[src/sv/ihexw_pkg.sv]
`timescale 1ns / 1ps
// ----------------------------------------------------------------------------
// Intel HEX record writer package
// Field widths, control word layout, microcode addresses and the hex digit
// helper shared by the writer, its microcode table and its interfaces.
// ----------------------------------------------------------------------------
package ihexw_pkg;

  localparam int OP_W    = 1;
  localparam int DATA_W  = 8;
  localparam int ADDR_W  = 16;
  localparam int CHAR_W  = 8;
  localparam int RLEN_W  = 5;

  localparam logic OP_WRITE = 1'b0;
  localparam logic OP_END   = 1'b1;

  // Configuration port.
  localparam int PADDR_W = 3;
  localparam int PDATA_W = 32;
  localparam logic REG_RECORD_LENGTH = 1'b0;
  localparam logic [RLEN_W-1:0] RLEN_RESET = 5'd16;

  // Microcode.
  localparam int PC_W = 5;
  localparam logic [PC_W-1:0] PC_REC  = 5'd0;
  localparam logic [PC_W-1:0] PC_DATA = 5'd9;
  localparam logic [PC_W-1:0] PC_EOF  = 5'd14;
  localparam logic [PC_W-1:0] PC_ERR  = 5'd26;

  localparam logic [2:0] SRC_CONST   = 3'd0;
  localparam logic [2:0] SRC_COUNT   = 3'd1;
  localparam logic [2:0] SRC_ADDR_HI = 3'd2;
  localparam logic [2:0] SRC_ADDR_LO = 3'd3;
  localparam logic [2:0] SRC_DATA    = 3'd4;
  localparam logic [2:0] SRC_SUM     = 3'd5;

  localparam logic [1:0] FL_NEXT    = 2'd0;
  localparam logic [1:0] FL_DATA    = 2'd1;
  localparam logic [1:0] FL_REC_END = 2'd2;
  localparam logic [1:0] FL_DONE    = 2'd3;

  typedef struct packed {
    logic [2:0]        src;
    logic              hi_nib;
    logic [CHAR_W-1:0] chr;
    logic              err;
    logic [1:0]        flow;
  } ctrl_t;

  function automatic logic [CHAR_W-1:0] hex_char(input logic [3:0] nib);
    logic [CHAR_W-1:0] base;
    base = (nib < 4'd10) ? 8'h30 : 8'h37;
    return base + CHAR_W'(nib);
  endfunction

endpackage

[src/sv/ihexw_cmd_if.sv]
`timescale 1ns / 1ps
// ----------------------------------------------------------------------------
// Command channel
// Carries one write-byte or end command per transaction.
// ----------------------------------------------------------------------------
interface ihexw_cmd_if;
  import ihexw_pkg::*;

  logic              valid;
  logic              ready;
  logic [OP_W-1:0]   op;
  logic [DATA_W-1:0] data_byte;
  logic [ADDR_W-1:0] byte_address;

  modport source(output valid, op, data_byte, byte_address, input ready);
  modport sink(input valid, op, data_byte, byte_address, output ready);
endinterface

[src/sv/ihexw_char_if.sv]
`timescale 1ns / 1ps
// ----------------------------------------------------------------------------
// Character channel
// Carries one ASCII character of hex text per transaction.
// ----------------------------------------------------------------------------
interface ihexw_char_if;
  import ihexw_pkg::*;

  logic              valid;
  logic              ready;
  logic [CHAR_W-1:0] ascii_char;
  logic              last_char;
  logic              address_error;

  modport source(output valid, ascii_char, last_char, address_error, input ready);
  modport sink(input valid, ascii_char, last_char, address_error, output ready);
endinterface

[src/sv/intel_hex_record_writer.sv]
`timescale 1ns / 1ps
// ----------------------------------------------------------------------------
// Intel HEX record writer
// Gathers addressed bytes into a line buffer and writes Intel HEX data and
// end-of-file records as a stream of ASCII characters.
// ----------------------------------------------------------------------------
//
//   Channel  Direction  Carries
//   -------  ---------  ------------------------------------------------------
//   cmd      in         op, data_byte, byte_address (write byte or end)
//   chars    out        ascii_char, last_char, address_error
//   APB      in/out     record_length at byte addresses 0 to 3
//
// A command that causes no characters is absorbed in its accept cycle. One
// that causes characters occupies the sequencer for one step per character,
// starting after the accept: a data record of n bytes is 12 + 2n
// steps, the end-of-file record 12 more, an address error a single step.
// Steps advance only while the output register is empty or being emptied,
// so a stalled sink simply freezes the sequencer. cmd.ready is low while
// the sequencer runs. Reset is synchronous; the line buffer itself is not
// cleared, since only filled entries are ever read.
// ----------------------------------------------------------------------------
module intel_hex_record_writer #(
  parameter int LINE_BYTES    = 16,
  parameter int ADDRESS_LIMIT = 16384
) (
  input  logic                         clk,
  input  logic                         rst,
  input  logic                         psel,
  input  logic                         penable,
  input  logic                         pwrite,
  input  logic [ihexw_pkg::PADDR_W-1:0] paddr,
  input  logic [ihexw_pkg::PDATA_W-1:0] pwdata,
  output logic [ihexw_pkg::PDATA_W-1:0] prdata,
  output logic                         pready,
  ihexw_cmd_if.sink                    cmd,
  ihexw_char_if.source                 chars
);
  import ihexw_pkg::*;

  // Widths that follow from the parameters.
  localparam int CW   = $clog2(LINE_BYTES + 1);              // line byte count
  localparam int IW   = (LINE_BYTES > 1) ? $clog2(LINE_BYTES) : 1;
  localparam int SW   = $clog2(ADDRESS_LIMIT);               // stored address
  localparam int AXW  = ADDR_W + 1;                          // address compares
  localparam int LW   = (CW > RLEN_W) ? CW : RLEN_W;         // length compares

  // Configuration.
  logic [RLEN_W-1:0] record_length;
  logic              cfg_write;

  // Line state.
  logic [DATA_W-1:0] line_buf [LINE_BYTES];
  logic [CW-1:0]     line_count;
  logic [SW-1:0]     line_start;
  logic [SW-1:0]     prev_addr;
  logic              prev_valid;

  // Command held while its characters are produced.
  logic              item_op;
  logic [DATA_W-1:0] item_data;
  logic [SW-1:0]     item_addr;

  // Sequencer.
  logic              busy;
  logic [PC_W-1:0]   pc;
  logic [IW-1:0]     idx;
  logic [7:0]        sum;
  ctrl_t             ctrl;
  logic              step;
  logic              accept;

  // Decode of the incoming command.
  logic [AXW-1:0]    addr_x;
  logic [AXW-1:0]    prev_next_x;
  logic              addr_bad;
  logic [LW-1:0]     eff_limit;
  logic [LW-1:0]     rlen_x;
  logic              new_line;
  logic [ADDR_W-1:0] start16;
  logic [7:0]        sum_init;

  // Character datapath.
  logic [7:0]        src_byte;
  logic [CHAR_W-1:0] char_val;
  logic              char_last;

  // ---------------------------------------------------------------- APB --
  assign pready    = 1'b1;
  assign cfg_write = psel && penable && pwrite
                     && (paddr[PADDR_W-1:2] == REG_RECORD_LENGTH);
  assign prdata    = (paddr[PADDR_W-1:2] == REG_RECORD_LENGTH)
                     ? PDATA_W'(record_length) : '0;

  // ------------------------------------------------------------- decode --
  // A record length of zero acts as one; values beyond the buffer clamp.
  assign rlen_x    = LW'(record_length);
  assign eff_limit = (rlen_x == '0) ? LW'(1)
                   : (rlen_x > LW'(LINE_BYTES)) ? LW'(LINE_BYTES) : rlen_x;

  assign addr_x      = {1'b0, cmd.byte_address};
  assign prev_next_x = AXW'(prev_addr) + AXW'(1);
  assign addr_bad    = addr_x >= AXW'(ADDRESS_LIMIT);

  // A byte opens a new line after an end or reset, after a gap in the
  // addresses, or when the buffer already holds a full record.
  assign new_line = !prev_valid || (addr_x != prev_next_x)
                    || (LW'(line_count) >= eff_limit);

  // The checksum starts from the header bytes; data bytes add in as sent.
  assign start16  = ADDR_W'(line_start);
  assign sum_init = 8'(line_count) + start16[15:8] + start16[7:0];

  assign cmd.ready = !busy;
  assign accept    = cmd.valid && !busy;

  // ----------------------------------------------------------- sequencer --
  ihexw_ucode_rom u_rom (
    .pc   (pc),
    .word (ctrl)
  );

  // A step runs whenever the output register can take its character.
  assign step = busy && (!chars.valid || chars.ready);

  always_comb begin
    case (ctrl.src)
      SRC_COUNT:   src_byte = 8'(line_count);
      SRC_ADDR_HI: src_byte = start16[15:8];
      SRC_ADDR_LO: src_byte = start16[7:0];
      SRC_DATA:    src_byte = line_buf[idx];
      SRC_SUM:     src_byte = 8'd0 - sum;
      default:     src_byte = 8'd0;
    endcase
  end

  assign char_val  = (ctrl.src == SRC_CONST) ? ctrl.chr
                   : hex_char(ctrl.hi_nib ? src_byte[7:4] : src_byte[3:0]);
  assign char_last = (ctrl.flow == FL_DONE)
                     || ((ctrl.flow == FL_REC_END) && (item_op == OP_WRITE));

  always_ff @(posedge clk) begin
    if (rst) begin
      record_length <= RLEN_RESET;
      line_count    <= '0;
      line_start    <= '0;
      prev_addr     <= '0;
      prev_valid    <= 1'b0;
      busy          <= 1'b0;
      pc            <= PC_REC;
      idx           <= '0;
    end else begin
      if (cfg_write) begin
        record_length <= pwdata[RLEN_W-1:0];
      end

      if (accept) begin
        idx <= '0;
        if (cmd.op == OP_WRITE) begin
          if (addr_bad) begin
            // The byte is dropped; only the error marker goes out.
            busy <= 1'b1;
            pc   <= PC_ERR;
          end else begin
            prev_addr  <= cmd.byte_address[SW-1:0];
            prev_valid <= 1'b1;
            if (new_line && (line_count != '0)) begin
              // Flush first; the byte is stored when the record ends.
              busy <= 1'b1;
              pc   <= PC_REC;
            end else begin
              if (new_line) begin
                line_start <= cmd.byte_address[SW-1:0];
              end
              line_count <= line_count + CW'(1);
            end
          end
        end else begin
          prev_valid <= 1'b0;
          busy       <= 1'b1;
          pc         <= (line_count != '0) ? PC_REC : PC_EOF;
        end
      end else if (step) begin
        case (ctrl.flow)
          FL_NEXT: begin
            pc <= pc + PC_W'(1);
          end
          FL_DATA: begin
            if ((CW'(idx) + CW'(1)) == line_count) begin
              pc <= pc + PC_W'(1);
            end else begin
              pc  <= PC_DATA;
              idx <= idx + IW'(1);
            end
          end
          FL_REC_END: begin
            if (item_op == OP_END) begin
              line_count <= '0;
              pc         <= PC_EOF;
            end else begin
              // The pending byte opens the new line.
              line_count <= CW'(1);
              line_start <= item_addr;
              busy       <= 1'b0;
            end
          end
          default: begin
            busy <= 1'b0;
          end
        endcase
      end
    end
  end

  // Payload registers: command hold, checksum and the line buffer.
  always_ff @(posedge clk) begin
    if (accept) begin
      item_op   <= cmd.op;
      item_data <= cmd.data_byte;
      item_addr <= cmd.byte_address[SW-1:0];
      sum       <= sum_init;
      if ((cmd.op == OP_WRITE) && !addr_bad && !(new_line && (line_count != '0))) begin
        line_buf[line_count[IW-1:0]] <= cmd.data_byte;
      end
    end else if (step) begin
      if (ctrl.flow == FL_DATA) begin
        sum <= sum + line_buf[idx];
      end
      if ((ctrl.flow == FL_REC_END) && (item_op == OP_WRITE)) begin
        line_buf[0] <= item_data;
      end
    end
  end

  // -------------------------------------------------------------- output --
  always_ff @(posedge clk) begin
    if (rst) begin
      chars.valid <= 1'b0;
    end else if (step) begin
      chars.valid <= 1'b1;
    end else if (chars.ready) begin
      chars.valid <= 1'b0;
    end
  end

  always_ff @(posedge clk) begin
    if (step) begin
      chars.ascii_char    <= char_val;
      chars.last_char     <= char_last;
      chars.address_error <= ctrl.err;
    end
  end

endmodule

[src/sv/ihexw_ucode_rom.sv]
`timescale 1ns / 1ps
// ----------------------------------------------------------------------------
// Microcode table
// One control word per step: the data record program, the end-of-file
// record program and the single address error step.
// ----------------------------------------------------------------------------
module ihexw_ucode_rom (
  input  logic [ihexw_pkg::PC_W-1:0] pc,
  output ihexw_pkg::ctrl_t           word
);
  import ihexw_pkg::*;

  always_comb begin
    case (pc)
      // Data record header.
      5'd0:  word = '{SRC_CONST,   1'b0, ":",   1'b0, FL_NEXT};
      5'd1:  word = '{SRC_COUNT,   1'b1, 8'h00, 1'b0, FL_NEXT};
      5'd2:  word = '{SRC_COUNT,   1'b0, 8'h00, 1'b0, FL_NEXT};
      5'd3:  word = '{SRC_ADDR_HI, 1'b1, 8'h00, 1'b0, FL_NEXT};
      5'd4:  word = '{SRC_ADDR_HI, 1'b0, 8'h00, 1'b0, FL_NEXT};
      5'd5:  word = '{SRC_ADDR_LO, 1'b1, 8'h00, 1'b0, FL_NEXT};
      5'd6:  word = '{SRC_ADDR_LO, 1'b0, 8'h00, 1'b0, FL_NEXT};
      5'd7:  word = '{SRC_CONST,   1'b0, "0",   1'b0, FL_NEXT};
      5'd8:  word = '{SRC_CONST,   1'b0, "0",   1'b0, FL_NEXT};
      // Data bytes, looped over the buffer.
      5'd9:  word = '{SRC_DATA,    1'b1, 8'h00, 1'b0, FL_NEXT};
      5'd10: word = '{SRC_DATA,    1'b0, 8'h00, 1'b0, FL_DATA};
      // Checksum and line end.
      5'd11: word = '{SRC_SUM,     1'b1, 8'h00, 1'b0, FL_NEXT};
      5'd12: word = '{SRC_SUM,     1'b0, 8'h00, 1'b0, FL_NEXT};
      5'd13: word = '{SRC_CONST,   1'b0, 8'h0A, 1'b0, FL_REC_END};
      // End-of-file record.
      5'd14: word = '{SRC_CONST,   1'b0, ":",   1'b0, FL_NEXT};
      5'd15: word = '{SRC_CONST,   1'b0, "0",   1'b0, FL_NEXT};
      5'd16: word = '{SRC_CONST,   1'b0, "0",   1'b0, FL_NEXT};
      5'd17: word = '{SRC_CONST,   1'b0, "0",   1'b0, FL_NEXT};
      5'd18: word = '{SRC_CONST,   1'b0, "0",   1'b0, FL_NEXT};
      5'd19: word = '{SRC_CONST,   1'b0, "0",   1'b0, FL_NEXT};
      5'd20: word = '{SRC_CONST,   1'b0, "0",   1'b0, FL_NEXT};
      5'd21: word = '{SRC_CONST,   1'b0, "0",   1'b0, FL_NEXT};
      5'd22: word = '{SRC_CONST,   1'b0, "1",   1'b0, FL_NEXT};
      5'd23: word = '{SRC_CONST,   1'b0, "F",   1'b0, FL_NEXT};
      5'd24: word = '{SRC_CONST,   1'b0, "F",   1'b0, FL_NEXT};
      5'd25: word = '{SRC_CONST,   1'b0, 8'h0A, 1'b0, FL_DONE};
      // Address error marker.
      5'd26: word = '{SRC_CONST,   1'b0, 8'h00, 1'b1, FL_DONE};
      default: word = '{SRC_CONST, 1'b0, 8'h00, 1'b0, FL_DONE};
    endcase
  end

endmodule
[src/flat_wrapper.sv]
// flat-port wrapper written by rule: the top's interface ports become plain ports
module intel_hex_record_writer_flat import ihexw_pkg::*;
#(
  parameter int LINE_BYTES    = 16,
  parameter int ADDRESS_LIMIT = 16384
)
  (clk, rst, psel, penable, pwrite, paddr, pwdata, prdata, pready, cmd_valid, cmd_op, cmd_data_byte, cmd_byte_address, cmd_ready, chars_valid, chars_ascii_char, chars_last_char, chars_address_error, chars_ready);
  ihexw_cmd_if cmd_i ();
  ihexw_char_if chars_i ();
  input  logic clk;
  input  logic rst;
  input  logic psel;
  input  logic penable;
  input  logic pwrite;
  input  logic [ihexw_pkg::PADDR_W-1:0] paddr;
  input  logic [ihexw_pkg::PDATA_W-1:0] pwdata;
  output logic [ihexw_pkg::PDATA_W-1:0] prdata;
  output logic pready;
  input wire logic [$bits(cmd_i.valid)-1:0] cmd_valid;
  input wire logic [$bits(cmd_i.op)-1:0] cmd_op;
  input wire logic [$bits(cmd_i.data_byte)-1:0] cmd_data_byte;
  input wire logic [$bits(cmd_i.byte_address)-1:0] cmd_byte_address;
  output wire logic [$bits(cmd_i.ready)-1:0] cmd_ready;
  output wire logic [$bits(chars_i.valid)-1:0] chars_valid;
  output wire logic [$bits(chars_i.ascii_char)-1:0] chars_ascii_char;
  output wire logic [$bits(chars_i.last_char)-1:0] chars_last_char;
  output wire logic [$bits(chars_i.address_error)-1:0] chars_address_error;
  input wire logic [$bits(chars_i.ready)-1:0] chars_ready;
  assign cmd_i.valid = cmd_valid;
  assign cmd_i.op = cmd_op;
  assign cmd_i.data_byte = cmd_data_byte;
  assign cmd_i.byte_address = cmd_byte_address;
  assign cmd_ready = cmd_i.ready;
  assign chars_valid = chars_i.valid;
  assign chars_ascii_char = chars_i.ascii_char;
  assign chars_last_char = chars_i.last_char;
  assign chars_address_error = chars_i.address_error;
  assign chars_i.ready = chars_ready;
  intel_hex_record_writer #(.LINE_BYTES(LINE_BYTES), .ADDRESS_LIMIT(ADDRESS_LIMIT)) u_core (.clk(clk), .rst(rst), .psel(psel), .penable(penable), .pwrite(pwrite), .paddr(paddr), .pwdata(pwdata), .prdata(prdata), .pready(pready), .cmd(cmd_i), .chars(chars_i));
endmodule
[config.mk]
export PLATFORM = sky130hd
export DESIGN_NAME = intel_hex_record_writer_flat
export DESIGN_NICKNAME = d
export VERILOG_FILES = /design/src/sv/ihexw_pkg.sv /design/src/sv/ihexw_cmd_if.sv /design/src/sv/ihexw_char_if.sv /design/src/sv/intel_hex_record_writer.sv /design/src/sv/ihexw_ucode_rom.sv /design/src/flat_wrapper.sv
export SDC_FILE = /design/constraint.sdc
export NUM_CORES = 1
export LEC_CHECK = 0
export BUFFER_PORTS_ARGS = -buffer_cell sky130_fd_sc_hd__buf_2
export CELL_PAD_IN_SITES_DETAIL_PLACEMENT = 0
export CELL_PAD_IN_SITES_GLOBAL_PLACEMENT = 2
export CORE_MARGIN = 5
export CORE_UTILIZATION = 44
export CTS_BUF_LIST = sky130_fd_sc_hd__clkbuf_8 sky130_fd_sc_hd__clkbuf_16
export DETAILED_ROUTE_END_ITERATION = 8
export PLACE_DENSITY = 0.83
export SYNTH_ARGS = -nofsm -noshare
export SYNTH_HDL_FRONTEND = slang
export SYNTH_HIERARCHICAL = 1
export SYNTH_SLANG_ARGS = --single-unit
export TNS_END_PERCENT = 100
[constraint.sdc]
create_clock -name clk -period 9.5 [get_ports clk]
set_clock_uncertainty 0.2 [all_clocks]
set_input_delay 1.9 -clock clk [delete_from_list [all_inputs] [get_ports clk]]
set_output_delay 1.9 -clock clk [all_outputs]
set_load 0.01 [all_outputs]
==> results by group <==
Run status
  – Status: finished clean

Power
  – Pleak: 0.004468 uW
  – Max IR drop VDD: 108.5 uV
  – PwrDens: between 150 and 200 nW/um^2

Route
  – Wirelength per Cell: 19.22 um
  – DRC errors left: 0
  – Via count: 7349
  – 1st-iter DRT viols: 468
  – Routed WL: 25.79 mm
  – 1st-pass router iterations: 5
  – Via density: 5.476
  – Post-DRT Antenna Nets: 0

Worst setup path
  – CP arrival: 5.64 ns
  – Critical Path Fanout Max: 21
  – Worst EP required: 9.52 ns
  – Critical path launch point type: flip-flop
  – Crit Path Class: flip-flop to flip-flop
  – Slowest stage delay, CP: 0.80 ns
  – CP Cell Sequence: nand2b_1, nand3b_1, a21oi_1, inv_1, nor3_1, nand3_1, a31oi_1, inv_1, a21boi_0, ha_1, fa_1, nand2_1, a211o_1, a21boi_0
  – CP max stage cell: dfxtp_1
  – Worst Setup End Kind: flip-flop

Synthesis
  – Post-synthesis cell area: 11420 um^2
  – Post-synth EDFFs: 169
  – Top FF cell, synth: edfxtp_1
  – Netlist cell types: 68
  – Mapped Cells: 951
  – Avg Synthesized Cell Area: 12.01 um^2
  – Ys async rst share: 0
  – Seq/Total Area, Yosys: 0.5391
  – Flops & latches, synth: ~220
  – Ys Warns: 6

Clocking
  – Sink Count: roughly 220
  – Clock transition at the registers of the reported paths: about 0.060 ns
  – H-tree depth: 1
  – CTS tree: built
  – Post-CTS Setup Inserts: 0
  – CTS Buffer Depth: 3
  – TritonCTS buffer count: 24
  – Skew-Pair Late Insertion Delay: 0.54 ns
  – Post-CTS sizing: 0
  – # hold bufs at CTS: 0
  – CTS Root Buffer Type: clkbuf_16

Die
  – I/O pins: 112
  – Initial Utilization: 0.4420
  – Core ar.: 25840 um^2
  – Die height: approximately 170 um
  – FP Rows: 59
  – Die X: 171.1 um
  – Die area: 29280 um^2

Flow run
  – Max-cap violations: 0

Global route
  – Vias in the first global route: between 7000 and 8000
  – Largest net degree at the start of global routing: 55
  – Global-route wire length before repair: 40.81 mm
  – GR Overflow Total: 0
  – Total GRT Usage: 0.1770
  – Initial antenna violation count: 0

Timing
  – Worst rel slew slack: 0.2120
  – Ratio of final minimum period to clock period: 0.5919
  – Post-Route Setup TNS: 0 ns
  – Post-route setup slack: about 3.9 ns
  – Tmin final: 5.623 ns
  – Final setup violation count: 0
  – Tightest Pin Transition: 1.172 ns
  – Unrepaired setup endpoints after global routing: no
  – Max frequency: 177.8 MHz
  – Fin. max-slew vios: 0
  – Final Hold Fails: 0

Final layout
  – FF+latch area: 6157 um^2
  – P&R area growth vs syn: 11.52%
  – Most common cell after layout, fill and taps aside: edfxtp_1
  – Layout fillers: 2276
  – Share of cells above drive strength 1: 0.1758
  – Number of diodes: 0
  – Most frequent cells in the layout: edfxtp_1, nand2_1, a21oi_1
  – Fin nets: 1101
  – Multi-input logic area: 4802 um^2

Place
  – Placer Congestion: 0.7898
  – DP Worst Slack: approximately 3.9 ns
  – Dpl hpwl: around 18 mm
  – Buffers added on ports: 54

Hold path
  – Worst hold path class: flip-flop to flip-flop
cell type report:
cell class | instances | area share
clock buffers | 27 | 0.05129
clock inverters | 17 | 0.01543
inverters | 39 | 0.01150
multi-input cells | 635 | 0.3771
flip-flops and latches | 223 | 0.4835
well taps | 335 | 0.03291
repair buffers | 66 | 0.02830
flip-flops by register name (all words and copies together) (netlist names), named ones only:
name / count
u_core/prev_valid: 1
u_core/chars.last_char: 1
u_core/busy: 1
u_core/idx: 4
u_core/item_data: 8
u_core/line_count: 5
u_core/chars.address_error: 1
u_core/record_length: 5
u_core/chars.valid: 1
u_core/item_op: 1
u_core/line_buf: 128
u_core/item_addr: 14
u_core/chars.ascii_char: 8
u_core/pc: 5
u_core/prev_addr: 14
u_core/line_start: 14
u_core/sum: 8
worst paths after layout:
check | start | slack [ns] | endpoint | cells past startpoint
worst min register to register | u_core/prev_addr[13] | 0.29 | u_core/prev_addr[13] | 2
worst min-delay path | u_core/prev_addr[13] | 0.29 | u_core/prev_addr[13] | 2
worst max register to register | u_core/pc[2] | 3.88 | u_core/chars.ascii_char[4] | 14
worst max-delay path | u_core/pc[2] | 3.88 | u_core/chars.ascii_char[4] | 14
power breakdown:
group	internal, uW	switching (uW)	total, uW
Clock	581	389	970
Combinational	106	165	271
Sequential	1080	30.9	1110
Total	1770	585	2350
Yosys cell counts, types with 4 or more instances:
library cell	number	area (um^2)
fa_1	8	160.2
a21o_1	8	60.06
a211o_1	6	52.55
a22oi_1	5	37.54
dfxtp_1	54	1081
o21bai_1	4	30.03
mux2i_1	19	190.2
nand2b_1	13	81.33
nand3b_1	4	30.03
buf_2	10	50.05
buf_4	34	255.2
nand2_1	101	379.1
a211oi_1	6	45.04
buf_1	4	15.01
ha_1	37	462.9
o31ai_1	6	45.04
mux4_2	33	743.2
o22ai_1	4	25.02
nor2b_1	15	93.84
edfxtp_1	169	5075
xnor2_1	30	262.8
o21ai_0	27	135.1
a311oi_1	16	140.1
or3_1	5	31.28
a31oi_1	6	37.54
clkbuf_1	30	112.6
and3_1	7	43.79
nor2_1	49	183.9
nand4_1	6	37.54
o211ai_1	7	52.55
a21boi_0	4	30.03
nor4_1	8	50.05
xor2_1	14	122.6
o21a_1	6	45.04
nand3_1	16	80.08
mux2_2	18	202.7
inv_1	39	146.4
a21oi_1	56	280.3
nor3_1	18	90.09
metal layers:
layer | GRT usage | share of wire
met1 | 0.2632 | 0.47
met2 | 0.2780 | 0.46
met3 | 0.02565 | 0.053
met4 | 0.03893 | 0.017
met5 | 0 | 0
per-stage QoR:
step	util	instance area, um^2	total power, uW	std cells	hold slack (ns)
2_1_floorplan	-	11520	1335	977	0.2592
3_3_place_gp	0.4600	11890	1404	1298	0.2823
3_5_place_dp	0.4600	11890	1404	1298	0.2813
4_1_cts	0.4929	12730	2379	1342	0.2983
5_1_grt	0.4929	12730	2458	1342	0.3218
6_report	0.4929	12730	2354	1342	0.2943
worst max-delay path: cells and delay by family (launching register included):
| kind | cells | cell delay [ns] |
|---|---|---|
| adders and majority gates | 2 | 0.50 |
| DFF | 1 | 0.80 |
| buffers and inverters | 2 | 0.44 |
| and+or+nand+nor | 5 | 1.25 |
| AOI/OAI and AO/OA | 5 | 2.12 |
kinds of logic after synthesis:
kind of cell | synth area share
buffers and inverters | 0.05160
other | 0.0009860
flip-flops | 0.5391
multiplexers | 0.09948
AND/OR/NAND/NOR | 0.1154
XOR/XNOR | 0.03375
adder cells (fa/ha/maj) | 0.05456
AO/OA/AOI/OAI | 0.1052
No activity file was read; power rests on OpenSTA's default activity.
